==> config.mk <==
export PLATFORM = sky130hd
export DESIGN_NAME = quota_aware_lowest_slot_replace
export DESIGN_NICKNAME = d
export VERILOG_FILES = /design/src/sv/qalsr_pkg.sv /design/src/sv/quota_aware_lowest_slot_replace.sv
export SDC_FILE = /design/constraint.sdc
export NUM_CORES = 1
export LEC_CHECK = 0
export ABC_AREA = 1
export BUFFER_PORTS_ARGS = -buffer_cell sky130_fd_sc_hd__buf_2
export CAP_MARGIN = 5
export CELL_PAD_IN_SITES_DETAIL_PLACEMENT = 0
export CELL_PAD_IN_SITES_GLOBAL_PLACEMENT = 2
export CORE_AREA = 5 5 230 232
export CTS_BUF_LIST = sky130_fd_sc_hd__clkbuf_16
export DETAILED_ROUTE_END_ITERATION = 7
export DIE_AREA = 0 0 235 237
export GPL_ROUTABILITY_DRIVEN = 0
export HOLD_SLACK_MARGIN = 0.1
export PLACE_DENSITY = 0.76
export SLEW_MARGIN = 20
export SYNTH_ARGS = -nofsm -noshare
export SYNTH_HDL_FRONTEND = slang
export SYNTH_SLANG_ARGS = --single-unit
==> constraint.sdc <==
create_clock -name aclk -period 10.15 [get_ports aclk]
set_input_delay 2.03 -clock aclk [delete_from_list [all_inputs] [get_ports aclk]]
set_output_delay 2.03 -clock aclk [all_outputs]
set_load 0.005 [all_outputs]
==> src/sv/qalsr_pkg.sv <==
package qalsr_pkg;

    // Sizing defaults and fixed field widths
    localparam int DEF_MAX_SLOTS = 8;
    localparam int ACTIVE_RESET  = 8;
    localparam int SITE_W        = 8;
    localparam int QUOTA_W       = 4;
    localparam int POT_W         = 32;
    localparam int TAG_W         = 16;
    localparam int OUT_IDX_W     = 3;
    localparam int ACT_CFG_W     = 4;
    localparam int CMP_W         = 8;
    localparam int S_DATA_W      = 64;
    localparam int M_DATA_W      = 8;
    localparam int APB_ADDR_W    = 3;
    localparam int APB_DATA_W    = 32;

    // tdata field offsets on the input channel
    localparam int SITE_LSB  = 0;
    localparam int QUOTA_LSB = SITE_LSB + SITE_W;
    localparam int POT_LSB   = QUOTA_LSB + QUOTA_W;
    localparam int TAG_LSB   = POT_LSB + POT_W;

    // Opcodes carried on s_tuser
    localparam logic OP_OFFER = 1'b0;
    localparam logic OP_CLEAR = 1'b1;

    // Register index (paddr word bit)
    localparam logic REG_ACTIVE_SLOTS = 1'b0;

    // One slot as stored in the table memory
    typedef struct packed {
        logic [SITE_W-1:0]        site;
        logic signed [POT_W-1:0]  pot;
        logic [QUOTA_W-1:0]       quota;
        logic [TAG_W-1:0]         tag;
    } slot_t;

    typedef enum logic [3:0] {
        S_IDLE = 4'b0001,
        S_CNT  = 4'b0010,
        S_SEL  = 4'b0100,
        S_DONE = 4'b1000
    } state_t;

endpackage

==> src/sv/quota_aware_lowest_slot_replace.sv <==
// Quota-aware lowest-slot replacement table.
//
// Input beats (s_*) carry an opcode on s_tuser: offer a candidate or clear all
// slots. An offer scans the active slots twice through the slot memory: first
// to count the slots already held by the offering site, then to find the
// lowest-potential eligible slot. If that potential is below the offer, the
// slot is overwritten. One result beat (m_*) follows every input beat.
//
// An offer reads the slot memory once per active slot in each pass. A clear, or
// an offer with no active slot, goes straight to the result. One item is in
// work at a time; the next beat is taken once the result is in the output
// register, even while the receiver stalls it.
//
// The APB register active_slots (byte address 0) clears the slots at or
// beyond its new value. Reset empties every slot at once through per-slot
// valid bits, sets active_slots to 8 (MAX_SLOTS if smaller) and needs no clearing pass.
module quota_aware_lowest_slot_replace #(
    parameter int MAX_SLOTS = qalsr_pkg::DEF_MAX_SLOTS
) (
    input  logic                                aclk,
    input  logic                                aresetn,
    input  logic                                s_tvalid,
    output logic                                s_tready,
    // site_id[7:0], site_quota[11:8], offered_potential[43:12], file_tag[59:44]
    input  logic [qalsr_pkg::S_DATA_W-1:0]      s_tdata,
    // opcode
    input  logic                                s_tuser,
    output logic                                m_tvalid,
    input  logic                                m_tready,
    // slot_index[2:0]
    output logic [qalsr_pkg::M_DATA_W-1:0]      m_tdata,
    // accepted
    output logic                                m_tuser,
    input  logic                                psel,
    input  logic                                penable,
    input  logic                                pwrite,
    input  logic [qalsr_pkg::APB_ADDR_W-1:0]    paddr,
    input  logic [qalsr_pkg::APB_DATA_W-1:0]    pwdata,
    output logic [qalsr_pkg::APB_DATA_W-1:0]    prdata,
    output logic                                pready
);
    import qalsr_pkg::*;

    localparam int IW      = (MAX_SLOTS > 1) ? $clog2(MAX_SLOTS) : 1;
    localparam int CW      = $clog2(MAX_SLOTS + 1);
    localparam int ACT_RST = (ACTIVE_RESET > MAX_SLOTS) ? MAX_SLOTS : ACTIVE_RESET;

    state_t                   state_reg, state_next;
    logic [CW-1:0]            active_reg, active_next;
    logic [MAX_SLOTS-1:0]     valid_reg, valid_next;
    logic [CW-1:0]            iss_reg, iss_next;
    logic [CW-1:0]            cnt_reg, cnt_next;
    logic                     own_reg, own_next;
    logic                     found_reg, found_next;
    logic signed [POT_W-1:0]  low_reg, low_next;
    logic [IW-1:0]            best_reg, best_next;
    logic                     res_acc_reg, res_acc_next;
    logic [IW-1:0]            res_idx_reg, res_idx_next;
    logic                     m_tvalid_reg, m_tvalid_next;
    logic                     m_acc_reg;
    logic [OUT_IDX_W-1:0]     m_idx_reg;

    logic [SITE_W-1:0]        in_site_reg;
    logic [QUOTA_W-1:0]       in_quota_reg;
    logic signed [POT_W-1:0]  in_pot_reg;
    logic [TAG_W-1:0]         in_tag_reg;

    // Slot memory and its read pipeline
    slot_t                    mem [MAX_SLOTS];
    slot_t                    rd_data_reg;
    logic                     rd_vld_reg;
    logic [IW-1:0]            rd_idx_reg;
    logic                     rd_en;
    logic                     mem_we;
    slot_t                    mem_wd;

    logic                     s_accept;
    logic                     cfg_wr;
    logic [CMP_W-1:0]         cfg_n;
    logic                     last_rd;
    logic [SITE_W-1:0]        eff_site;
    logic signed [POT_W-1:0]  eff_pot;
    logic                     site_hit;
    logic                     elig;
    logic                     take;
    logic                     cand_found;
    logic signed [POT_W-1:0]  cand_low;
    logic [IW-1:0]            cand_best;
    logic [CW-1:0]            cnt_sum;

    assign s_accept = s_tvalid && s_tready;
    assign s_tready = (state_reg == S_IDLE);
    assign m_tvalid = m_tvalid_reg;
    assign m_tuser  = m_acc_reg;
    assign m_tdata  = M_DATA_W'(m_idx_reg);

    // APB register port
    assign pready = 1'b1;
    assign cfg_wr = psel && penable && pwrite && pready;
    assign cfg_n  = (CMP_W'(pwdata[ACT_CFG_W-1:0]) > CMP_W'(MAX_SLOTS)) ?
                    CMP_W'(MAX_SLOTS) : CMP_W'(pwdata[ACT_CFG_W-1:0]);
    assign prdata = (paddr[APB_ADDR_W-1:2] == REG_ACTIVE_SLOTS) ?
                    APB_DATA_W'(active_reg) : '0;

    // Slot read issue and what the returning entry means
    assign rd_en    = ((state_reg == S_CNT) || (state_reg == S_SEL)) && (iss_reg < active_reg);
    assign last_rd  = rd_vld_reg && ((CW'(rd_idx_reg) + CW'(1)) == active_reg);
    assign eff_site = valid_reg[rd_idx_reg] ? rd_data_reg.site : '0;
    assign eff_pot  = valid_reg[rd_idx_reg] ? rd_data_reg.pot : '0;
    assign site_hit = (eff_site == in_site_reg);
    assign cnt_sum  = cnt_reg + CW'(site_hit);

    // Running minimum over eligible slots, first index wins a tie
    assign elig       = !own_reg || site_hit;
    assign take       = elig && (!found_reg || (eff_pot < low_reg));
    assign cand_found = found_reg || elig;
    assign cand_low   = take ? eff_pot : low_reg;
    assign cand_best  = take ? rd_idx_reg : best_reg;

    assign mem_we = (state_reg == S_SEL) && last_rd && cand_found && (cand_low < in_pot_reg);
    assign mem_wd = '{site: in_site_reg, pot: in_pot_reg, quota: in_quota_reg, tag: in_tag_reg};

    // Control next state
    always_comb begin
        state_next    = state_reg;
        active_next   = active_reg;
        valid_next    = valid_reg;
        iss_next      = iss_reg;
        cnt_next      = cnt_reg;
        own_next      = own_reg;
        found_next    = found_reg;
        low_next      = low_reg;
        best_next     = best_reg;
        res_acc_next  = res_acc_reg;
        res_idx_next  = res_idx_reg;
        m_tvalid_next = m_tvalid_reg && !m_tready;

        if (rd_en) begin
            iss_next = iss_reg + CW'(1);
        end

        // count write drops the slots at or above the new count
        if (cfg_wr && (paddr[APB_ADDR_W-1:2] == REG_ACTIVE_SLOTS)) begin
            active_next = CW'(cfg_n);
            for (int i = 0; i < MAX_SLOTS; i++) begin
                if (CMP_W'(i) >= cfg_n) valid_next[i] = 1'b0;
            end
        end

        case (state_reg)
            S_IDLE: begin
                if (s_accept) begin
                    iss_next     = '0;
                    cnt_next     = '0;
                    found_next   = 1'b0;
                    res_acc_next = 1'b0;
                    res_idx_next = '0;
                    if (s_tuser == OP_CLEAR) begin
                        valid_next = '0;
                        state_next = S_DONE;
                    end else if (active_reg == '0) begin
                        state_next = S_DONE;
                    end else begin
                        state_next = S_CNT;
                    end
                end
            end
            S_CNT: begin
                if (rd_vld_reg) cnt_next = cnt_sum;
                if (last_rd) begin
                    own_next   = (CMP_W'(cnt_sum) == CMP_W'(in_quota_reg));
                    iss_next   = '0;
                    state_next = S_SEL;
                end
            end
            S_SEL: begin
                if (rd_vld_reg) begin
                    found_next = cand_found;
                    low_next   = cand_low;
                    best_next  = cand_best;
                end
                if (last_rd) begin
                    res_acc_next = mem_we;
                    res_idx_next = mem_we ? cand_best : '0;
                    if (mem_we) valid_next[cand_best] = 1'b1;
                    state_next = S_DONE;
                end
            end
            S_DONE: begin
                if (!m_tvalid_reg || m_tready) begin
                    m_tvalid_next = 1'b1;
                    state_next    = S_IDLE;
                end
            end
            default: begin
                state_next = S_IDLE;
            end
        endcase
    end

    // Control registers
    always_ff @(posedge aclk) begin
        if (!aresetn) begin
            state_reg    <= S_IDLE;
            active_reg   <= CW'(ACT_RST);
            valid_reg    <= '0;
            iss_reg      <= '0;
            cnt_reg      <= '0;
            own_reg      <= 1'b0;
            found_reg    <= 1'b0;
            res_acc_reg  <= 1'b0;
            res_idx_reg  <= '0;
            m_tvalid_reg <= 1'b0;
            rd_vld_reg   <= 1'b0;
        end else begin
            state_reg    <= state_next;
            active_reg   <= active_next;
            valid_reg    <= valid_next;
            iss_reg      <= iss_next;
            cnt_reg      <= cnt_next;
            own_reg      <= own_next;
            found_reg    <= found_next;
            res_acc_reg  <= res_acc_next;
            res_idx_reg  <= res_idx_next;
            m_tvalid_reg <= m_tvalid_next;
            rd_vld_reg   <= rd_en;
        end
    end

    // Payload registers
    always_ff @(posedge aclk) begin
        low_reg    <= low_next;
        best_reg   <= best_next;
        rd_idx_reg <= iss_reg[IW-1:0];
        if (s_accept) begin
            in_site_reg  <= s_tdata[SITE_LSB +: SITE_W];
            in_quota_reg <= s_tdata[QUOTA_LSB +: QUOTA_W];
            in_pot_reg   <= s_tdata[POT_LSB +: POT_W];
            in_tag_reg   <= s_tdata[TAG_LSB +: TAG_W];
        end
        if ((state_reg == S_DONE) && (!m_tvalid_reg || m_tready)) begin
            m_acc_reg <= res_acc_reg;
            m_idx_reg <= OUT_IDX_W'(res_idx_reg);
        end
    end

    // Slot memory: one write port, one registered read port
    always_ff @(posedge aclk) begin
        if (mem_we) mem[cand_best] <= mem_wd;
        if (rd_en) rd_data_reg <= mem[iss_reg[IW-1:0]];
    end

    // Checks
    a_we_at_end: assert property (@(posedge aclk) disable iff (!aresetn)
        mem_we |-> (state_reg == S_SEL) && last_rd)
        else $error("slot write outside the end of the select pass");

    a_we_active: assert property (@(posedge aclk) disable iff (!aresetn)
        mem_we |-> (CW'(cand_best) < active_reg))
        else $error("slot write beyond the active slots");

    a_cnt_bound: assert property (@(posedge aclk) disable iff (!aresetn)
        (state_reg == S_SEL) |-> (cnt_reg <= active_reg))
        else $error("site count exceeds active slots");

    a_rd_in_pass: assert property (@(posedge aclk) disable iff (!aresetn)
        rd_vld_reg |-> ((state_reg == S_CNT) || (state_reg == S_SEL)))
        else $error("read data returned outside a scan pass");

    a_leave_idle: assert property (@(posedge aclk) disable iff (!aresetn)
        s_accept |=> (state_reg != S_IDLE))
        else $error("accepted beat left the sequencer idle");

endmodule

Yosys cells after proc, flatten, opt, wreduce, memory -nomap -nowiden. Memory sizes are Yosys's and may differ from the RTL's. A register that Yosys moved wholly into a read port is not among the register bits. Cells that the tools add are included.

Multipliers: 0. Div/mod/pow operators: 0. Reduce and logical (&&, ||, !) cells: 31. Magnitude comparators: 15. Add/subtract/negate cells: 3. Bitwise gates (word level): 2. Equality and inequality tests: 13. Shifts and indexed selects: 0. Muxes and demuxes: 51.

Operators by type and width (number): $lt A32 B32 Y1 (2); $mux W32 (2); $mux W4 (13); $mux W8 (6); $mux W1 (17); $ge A3 B4 Y1 const A (4); $pmux W4 S2 (2); $pmux W4 S4 (1); $pmux W8 S2 (1); $logic_and A1 B1 Y1 (13); $mux W3 (4); $ne A2 B2 Y1 const B (5); $reduce_and A3 Y1 (3); $eq A4 B4 Y1 (2); $eq A8 B8 Y1 (1); $ge A1 B4 Y1 const A (2); $ge A2 B4 Y1 const A (2); $lt A3 B4 Y1 const B (2); $or A8 B8 Y8 (1); $pmux W3 S2 (1); $logic_or A1 B1 Y1 (5); $add A3 B1 Y4 const B (1); $add A4 B1 Y4 (1); $add A4 B1 Y4 const B (1); 17 further kinds (23).

Flip-flop bits (word level): 134. Output and inout bits: 44. Bits in latches: 0. ROM bits: 0. Memory bits (writable): 480. Memories: 1.

Memory list: mem (depth 8, width 60, rd ports 1, clocked after Yosys merged registers in 1, write ports 1, line quota_aware_lowest_slot_replace.sv:69) `slot_t mem [MAX_SLOTS];`.

Logic depth before layout (Yosys ltp). Gate-level depths: netlist (run 1).

Depth after elaboration: 15. Mapped depth: 42. Mapped depth without buffers: 37.

Worst setup path before layout (run 1). No wires, ideal clock.

Path kind: reg-to-reg. Start point: register rd_idx_reg[0]. End point: memory mem[6][20] (netlist name), enable pin. Library setup time: 487 ps. Data required time: 9663 ps. Path buffers: 4. Data arrival time: 7076 ps. Cell stages (with the launch flop): 33. Clock period less this slack: 7564 ps. Setup slack: 2586 ps. Cells stage by stage: dfxtp_1 -> buf_6 -> nand2_1 -> nand3_1 -> nand3_2 -> nand2_4 -> clkbuf_1 -> nor2_1 -> ha_1 -> nand4_1 -> nor3_1 -> nor4b_1 -> nand2_2 -> nand2_1 -> nand2_2 -> nand3_2 -> nand2_4 -> inv_2 -> buf_2 -> clkbuf_1 -> nand2_1 -> o21ai_0 -> ha_1 -> a21oi_1 -> nor2_1 -> a211oi_1 -> o21a_1 -> o21ai_0 -> a21oi_1 -> nand2_1 -> nand2_2 -> nand3_2 -> nor3_1.

Cells in the longest elaborated chain, start to end: 11.

Ends and longest elaborated chain: start, declared (line quota_aware_lowest_slot_replace.sv:72) `logic [IW-1:0] rd_idx_reg;`; start signal, assigned (line quota_aware_lowest_slot_replace.sv:234) `rd_idx_reg <= iss_reg[IW-1:0];`; $bmux W1 S3 * (line quota_aware_lowest_slot_replace.sv:108, quota_aware_lowest_slot_replace.sv:109); $mux W1 (not written as such) * (line quota_aware_lowest_slot_replace.sv:108, quota_aware_lowest_slot_replace.sv:109); $mux W32 / $mux W8 (equally long branches) (line quota_aware_lowest_slot_replace.sv:109, quota_aware_lowest_slot_replace.sv:108); $lt A32 B32 Y1 / $eq A8 B8 Y1 (equally long branches) (line quota_aware_lowest_slot_replace.sv:115, quota_aware_lowest_slot_replace.sv:110); $logic_or A1 B1 Y1, on equally long branches (line quota_aware_lowest_slot_replace.sv:115, quota_aware_lowest_slot_replace.sv:114); $logic_and A1 B1 Y1 (line quota_aware_lowest_slot_replace.sv:115) `assign take = elig && (!found_reg || (eff_pot < low_reg));`; $mux W32 * (line quota_aware_lowest_slot_replace.sv:117) `assign cand_low = take ? eff_pot : low_reg;`; named net cand_low[17] (line quota_aware_lowest_slot_replace.sv:87) `logic signed [POT_W-1:0] cand_low;`; $lt A32 B32 Y1 * (line quota_aware_lowest_slot_replace.sv:120) `assign mem_we = (state_reg == S_SEL) && last_rd && cand_found && (cand_low < in_pot_reg);`; $logic_and A1 B1 Y1 * (line quota_aware_lowest_slot_replace.sv:120); $mux W1 * (line quota_aware_lowest_slot_replace.sv:249) `if (mem_we) mem[cand_best] <= mem_wd;`; $mux W1 (not written as such) * (line quota_aware_lowest_slot_replace.sv:249); end, declared (line quota_aware_lowest_slot_replace.sv:69).

Mark *: on every way through the listed nets, which the timed path passes. The rest lies on a longest branch. The select of a mux whose other input is x is not followed.

Worst setup path after layout (run 1).
Start point: register rd_idx_reg[0]. End point: memory mem[7][20] (netlist name), enable pin.

The elaborated chain is that of the path after synthesis.

==> results of run 1 <==
## kinds of logic (layout without fill, tap and decap cells)
group	Yosys count	count (layout)
adders and majority gates	69	69
xor gates and xnor gates	17	17
DFF	478	478
buffers and inverters	262	327
other	2	34
AOI/OAI and AO/OA	359	359
and+or+nand+nor	566	566
## worst max path at each step
stage,from,end,depth (start not counted)
after floorplan,rd_idx_reg[0],mem[6][20],32
after global placement,rd_idx_reg[0],mem[7][55],29
after detailed placement,rd_idx_reg[0],mem[7][59],30
after CTS,rd_idx_reg[0],mem[7][50],29
after global routing,rd_idx_reg[0],mem[7][20],30
final,rd_idx_reg[0],mem[7][20],29
## cell usage after synthesis, types with 2 or more instances
cell type / instances / area share, %
sky130_fd_sc_hd__buf_6: 3 / 0.16
sky130_fd_sc_hd__o22ai_1: 41 / 1.3
sky130_fd_sc_hd__edfxtp_1: 443 / 65
sky130_fd_sc_hd__nand4_1: 17 / 0.52
sky130_fd_sc_hd__a22oi_1: 3 / 0.11
sky130_fd_sc_hd__inv_2: 4 / 0.073
sky130_fd_sc_hd__inv_4: 2 / 0.061
sky130_fd_sc_hd__or2_1: 2 / 0.061
sky130_fd_sc_hd__conb_1: 2 / 0.037
sky130_fd_sc_hd__dfxtp_1: 35 / 3.4
sky130_fd_sc_hd__inv_1: 144 / 2.6
sky130_fd_sc_hd__xnor2_1: 8 / 0.34
sky130_fd_sc_hd__buf_1: 11 / 0.20
sky130_fd_sc_hd__o21a_1: 2 / 0.073
sky130_fd_sc_hd__nor4b_1: 2 / 0.086
sky130_fd_sc_hd__a31oi_1: 41 / 1.3
sky130_fd_sc_hd__clkbuf_1: 60 / 1.1
sky130_fd_sc_hd__o221ai_1: 2 / 0.086
sky130_fd_sc_hd__o21ai_0: 202 / 4.9
sky130_fd_sc_hd__a21oi_1: 49 / 1.2
sky130_fd_sc_hd__clkinv_1: 2 / 0.037
sky130_fd_sc_hd__nand3_2: 6 / 0.29
sky130_fd_sc_hd__ha_1: 69 / 4.2
sky130_fd_sc_hd__a211oi_1: 9 / 0.33
sky130_fd_sc_hd__nand2_1: 121 / 2.2
sky130_fd_sc_hd__xor2_1: 9 / 0.38
sky130_fd_sc_hd__nor3_1: 14 / 0.34
sky130_fd_sc_hd__buf_4: 34 / 1.2
sky130_fd_sc_hd__nand2_2: 6 / 0.18
sky130_fd_sc_hd__nor2_1: 367 / 6.7
sky130_fd_sc_hd__nand3_1: 22 / 0.54
sky130_fd_sc_hd__o21ai_2: 2 / 0.086
sky130_fd_sc_hd__nand2_4: 2 / 0.11
sky130_fd_sc_hd__o211ai_1: 2 / 0.073
## through the flow
stage	cells	total power [W]	hold slack, ps
2_1_floorplan	1785	0.00296	354
3_3_place_gp	2442	0.00320	448
3_5_place_dp	2442	0.00321	440
4_1_cts	2530	0.00498	456
5_1_grt	2530	0.00515	471
6_report	2530	0.00491	445
## cell type report
type | count | area, um^2 | share of cell area [%]
inverter | 152 | 586 | 2.54
sequential | 478 | 14000 | 60.9
multi-input combinational | 1045 | 5510 | 23.9
timing repair buffer | 87 | 500 | 2.17
tap | 680 | 851 | 3.70
clock inverter | 37 | 287 | 1.25
clock buffer | 51 | 1280 | 5.55
## power breakdown
group / internal (W) / switching [W] / total [W]
Clock: 0.00101 / 0.000743 / 0.00175
Combinational: 0.000193 / 0.000475 / 0.000668
Sequential: 0.00236 / 0.000129 / 0.00249
Total: 0.00356 / 0.00135 / 0.00491
## routing by layer
layer	vias to the layer above	wire [um]	track usage [%]
li1	6229	-	-
met1	6229	22300	23.2
met2	193	23000	28.7
met3	67	1440	2.05
met4	0	849	4.58
met5	-	0	0
## critical path, delay by kind of cell (launching register included)
kind | cells | cell delay [ps]
buf+inv | 3 | 1380
fa+ha+maj | 2 | 700
flops | 1 | 620
compound gates | 4 | 810
simple gates | 20 | 3750
==> run summary, run 1 <==
## Clock network
- largest buffer count on any clock path: 3
- count of buffers added by post-CTS timing repair for setup: 0
- number of H-tree levels: 2
- CTS tree: built
- sinks on the clock net: 478
- Post-CTS Resized: 0
- total CTS buffers: 49
- clock input transition at the sequential cells of the worst setup and hold paths: 60 ps
- clock latency reported for the late side of the worst-skew pair: 580 ps
- Hold-fix buffers, CTS: 0
- clock root cell: sky130_fd_sc_hd__clkbuf_16

## GRT
- largest net degree at the start of global routing: 163
- residual overflow from global routing: 0
- antenna violations before repair: 0
- number of global-route vias before repair: 12581
- overall fraction of global-route tracks in use: 16.9%
- first-pass GRT wire length: 73.5 mm

## Cells and area
- number of diodes: 0
- NumNets Final: 1989
- number of filler cells placed in the layout: 4643
- layout cells sized above 1: 10.9%
- most common library cell in the layout ignoring fill and taps: sky130_fd_sc_hd__edfxtp_1
- Largest register FFs: 320
- most frequent cells in the layout: sky130_fd_sc_hd__edfxtp_1 (443), sky130_fd_sc_hd__nor2_1 (363), sky130_fd_sc_hd__o21ai_0 (202)
- post-route cell area: 0.0230 mm^2
- Util after Layout: 45.3%
- synthesis-to-finish area growth: 12.4%

## Pwr
- power per cell area: 213 mW/mm^2
- leakage component of the power: 8.52 nW
- peak supply drop: 0.000130 V

## Synth
- most used flip-flop cell after synthesis: sky130_fd_sc_hd__edfxtp_1
- number of warning messages in the yosys log: 0
- Synth Area in XOR/XNOR: 0.727%
- synthesized flop and latch total: 478
- number of instances in the synthesized netlist: 1753
- share of the synthesized area in compound gates (AO/OA/AOI/OAI): 9.67%
- dominant combinational cell family by area after synthesis: simple AND/OR/NAND/NOR gates
- Post-Syn Area per Cell: 11.7 um^2
- register area share after synthesis: 68.4%
- proportion of synthesized flip-flops having asynchronous set or reset: 0%
- multiplexer share of the synthesized area: 0%
- fraction of the mapped netlist area in simple logic gates: 11.4%
- Yosys cell types: 49
- post-synthesis adder-cell area fraction: 4.22%
- number of enable flip-flop cells after synthesis: 443
- synthesized area: 0.0205 mm^2

## Floorplan
- Core Footprint: 0.0508 mm^2
- IO Pins: 151
- chip width: 235 um
- area of the die: 0.0557 mm^2
- initial cell density of the core: 40.3%
- row count: 83
- die height: 237 um

## Run
- MaxCap Viol Count: 0

## Place
- setup slack after placement: 2360 ps
- Placed Area: 0.0214 mm^2
- hpwl dp: 27.1 mm
- number of I/O port buffers: 66

## Route
- Avg WL per Cell: 18.8 um
- total number of vias: 12718
- detailed-route wire length: 47.6 mm
- Pre-Repair DR Iteration Count: 5
- DRC viols: 0
- drt initial violations: 699
- vias per inst: 5.03
- count of antenna-violating nets left after detailed routing: 0

## Setup path
- worst path required time: 10370 ps
- destination of the worst register-to-register timing path: mem[7][20]
- critical path launch point type: flip-flop
- Critical Path End Type: flip-flop
- worst stage delay on the critical path: 690 ps
- cells on worst reg2reg path: 29
- worst setup path category: flip-flop to flip-flop
- launch instance of the worst register-to-register path: rd_idx_reg[0]
- slack of the worst reg-to-reg path: 2440 ps
- crit path DAT: 7930 ps
- cell with the largest stage delay on the worst path: sky130_fd_sc_hd__nor2_4
- worst-path maximum fanout: 33

## Timing
- count of final hold-check violations: 0
- min Tclk post-route: 7710 ps
- final critical-path share of the clock period: 76.0%
- post-route worst setup slack: 2440 ps
- unrepaired setup endpoints after global routing: false
- final count of pins violating max slew: 0
- Worst slew margin: 27.8%
- highest clock rate: 130 MHz
- worst setup skew after layout: 15.1 ps
- setup violators final: 0
- worst slew pin tran: 1080 ps
- setup TNS: 0 ps

## Min path
- cell depth of the worst hold path: 0
- worst hold start: iss_reg[2]
- Hold Path Class: flip-flop to flip-flop
- WHS Endpoint: rd_idx_reg[2]

## Outcome
- outcome: complete, no violations

Note: power is estimated with default switching activity, not from simulation.
==> run 2, diff against run 1 <==
==> constraint.sdc (replaced) <==
create_clock -name aclk -period 8.01 [get_ports aclk]
set_input_delay 1.602 -clock aclk [delete_from_list [all_inputs] [get_ports aclk]]
set_output_delay 1.602 -clock aclk [all_outputs]
set_load 0.005 [all_outputs]
==> run summary, run 2 (synthesized netlist as in run 1, its figures left out) <==
## Setup path
- WP buf/inv: 3
- Worst path most repeated cell: sky130_fd_sc_hd__nand3_2
- launch instance of the worst register-to-register path: rd_idx_reg[0]
- delay-heaviest family, CP: simple AND/OR/NAND/NOR gates
- cell with the largest stage delay on the worst path: sky130_fd_sc_hd__dfxtp_1
- worst setup path start: rd_idx_reg[0]
- critical path launch point type: flip-flop
- worst-path maximum fanout: 46
- Critical Path End Type: flip-flop
- crit path DAT: 7370 ps
- worst stage delay on the critical path: 650 ps
- worst path required time: 8220 ps
- worst setup path category: flip-flop to flip-flop

## Floorplan
- area of the die: 0.0557 mm^2
- Core Footprint: 0.0508 mm^2
- row count: 83
- die height: 237 um
- IO Pins: 151
- initial cell density of the core: 40.3%
- chip width: 235 um

## Pwr
- leakage component of the power: 8.53 nW
- power per cell area: 268 mW/mm^2
- peak supply drop: 0.000195 V

## Place
- Placed Area: 0.0215 mm^2
- dpl cells: 2443
- number of I/O port buffers: 66
- setup slack after placement: 728 ps
- hpwl dp: 26.3 mm

## GRT
- overall fraction of global-route tracks in use: 16.4%
- first-pass GRT wire length: 71.5 mm
- largest net degree at the start of global routing: 163
- antenna violations before repair: 2
- residual overflow from global routing: 0
- number of global-route vias before repair: 12083

## Timing
- Worst slew margin: 31.8%
- worst hold slack across all endpoints: 447 ps
- min Tclk post-route: 7150 ps
- final count of pins violating max slew: 0
- unrepaired setup endpoints after global routing: false
- final critical-path share of the clock period: 89.3%
- worst slew pin tran: 1020 ps
- highest clock rate: 140 MHz
- count of final hold-check violations: 0
- setup TNS: 0 ps
- setup violators final: 0
- post-route worst setup slack: 858 ps
- worst setup skew after layout: 19.5 ps

## Route
- vias per inst: 5.02
- drt initial violations: 803
- Pre-Repair DR Iteration Count: 5
- total number of vias: 12713
- detailed-route wire length: 47.0 mm
- DRC viols: 0
- Avg WL per Cell: 18.6 um
- count of antenna-violating nets left after detailed routing: 0

## Cells and area
- Largest register FFs: 320
- layout cells sized above 1: 10.7%
- most frequent cells in the layout: sky130_fd_sc_hd__edfxtp_1 (443), sky130_fd_sc_hd__nor2_1 (363), sky130_fd_sc_hd__o21ai_0 (202)
- post-route cell area: 0.0231 mm^2
- post-route insts no fill: 2534
- NumNets Final: 1990
- most common library cell in the layout ignoring fill and taps: sky130_fd_sc_hd__edfxtp_1
- synthesis-to-finish area growth: 12.6%

## Clock network
- count of buffers added by post-CTS timing repair for setup: 0
- CTS tree: built
- sinks on the clock net: 478
- Hold-fix buffers, CTS: 0
- Post-CTS Resized: 0
- number of H-tree levels: 2
- clock latency reported for the late side of the worst-skew pair: 580 ps
- clock input transition at the sequential cells of the worst setup and hold paths: 60 ps
- largest buffer count on any clock path: 3
- clock root cell: sky130_fd_sc_hd__clkbuf_16
- total CTS buffers: 49

## Outcome
- outcome: complete, no violations

## Min path
- Hold Path Class: flip-flop to flip-flop
- worst hold start: res_idx_reg[0]

## Run
- MaxCap Viol Count: 0

run 2: changes by cell type in the layout (fill, tap and decap cells not counted), sizes merged:
| cell | delta |
|---|---|
| buf | +1 |
| bufinv | -1 |
| clkinvlp | -1 |
| diode | +1 |
| clkinv | +2 |
| inv | +2 |
run 2: metrics by stage:
step                total power [W]  util (%)
finish                      0.00618      45.4
detailed placement          0.00406      42.4
CTS                         0.00625      45.4
global placement            0.00405      42.4
global route                0.00648      45.4
floorplan                   0.00376         -
run 2: routing by layer:
layer,share of wire (%),GRT usage [%]
met3,3.7,2.35
met2,46,26.7
met5,0,0
met1,47,22.9
met4,2.5,5.11
run 2: final timing paths:
check | end | slack (ps) | cells after the start
worst min-delay path | m_idx_reg[0] | 450 | 0
worst max-delay path | mem[4][45] | 860 | 27
worst max register to register | mem[4][45] | 860 | 27
worst min register to register | m_idx_reg[0] | 450 | 0
run 2: area by class of cell:
| type | instances | area, um^2 |
|---|---|---|
| well taps | 680 | 851 |
| inverters | 152 | 586 |
| repair buffers | 88 | 571 |
| flip-flops and latches | 478 | 14000 |
| clock buffers | 51 | 1280 |
| diodes | 1 | 2.50 |
| fillers | 4678 | 27700 |
| clock inverters | 39 | 258 |
| multi-input cells | 1045 | 5510 |
run 2: worst reg2reg max path: stages (launching register included):
cell and delay [ps]:
sky130_fd_sc_hd__dfxtp_1 650, sky130_fd_sc_hd__nand2_1 120, sky130_fd_sc_hd__nand3_1 120, sky130_fd_sc_hd__nand3_2 140, sky130_fd_sc_hd__nand2_4 410, sky130_fd_sc_hd__nor2_1 170
sky130_fd_sc_hd__ha_1 380, sky130_fd_sc_hd__nand4_1 180, sky130_fd_sc_hd__nor3_1 290, sky130_fd_sc_hd__nor4b_1 330, sky130_fd_sc_hd__nand2_2 110, sky130_fd_sc_hd__nand2_1 80
sky130_fd_sc_hd__nand2_2 50, sky130_fd_sc_hd__nand3_2 120, sky130_fd_sc_hd__nand2_4 110, sky130_fd_sc_hd__inv_2 560, sky130_fd_sc_hd__o21ai_0 240, sky130_fd_sc_hd__ha_1 430
sky130_fd_sc_hd__nand2_1 70, sky130_fd_sc_hd__inv_1 70, sky130_fd_sc_hd__nand3_1 90, sky130_fd_sc_hd__nor3_1 350, sky130_fd_sc_hd__nor4b_1 370, sky130_fd_sc_hd__nand2_2 120
sky130_fd_sc_hd__nand3_2 250, sky130_fd_sc_hd__nand3_2 270, sky130_fd_sc_hd__nor3_2 190, sky130_fd_sc_hd__buf_4 480
run 2: report_power, final:
group | leakage [nW] | total [W] | switching (W) | internal, W
sequential | 4.30 | 0.00315 | 0.000157 | 0.00299
clock | 0.776 | 0.00218 | 0.000933 | 0.00124
combinational | 3.46 | 0.000850 | 0.000606 | 0.000244
total | 8.53 | 0.00618 | 0.00170 | 0.00448
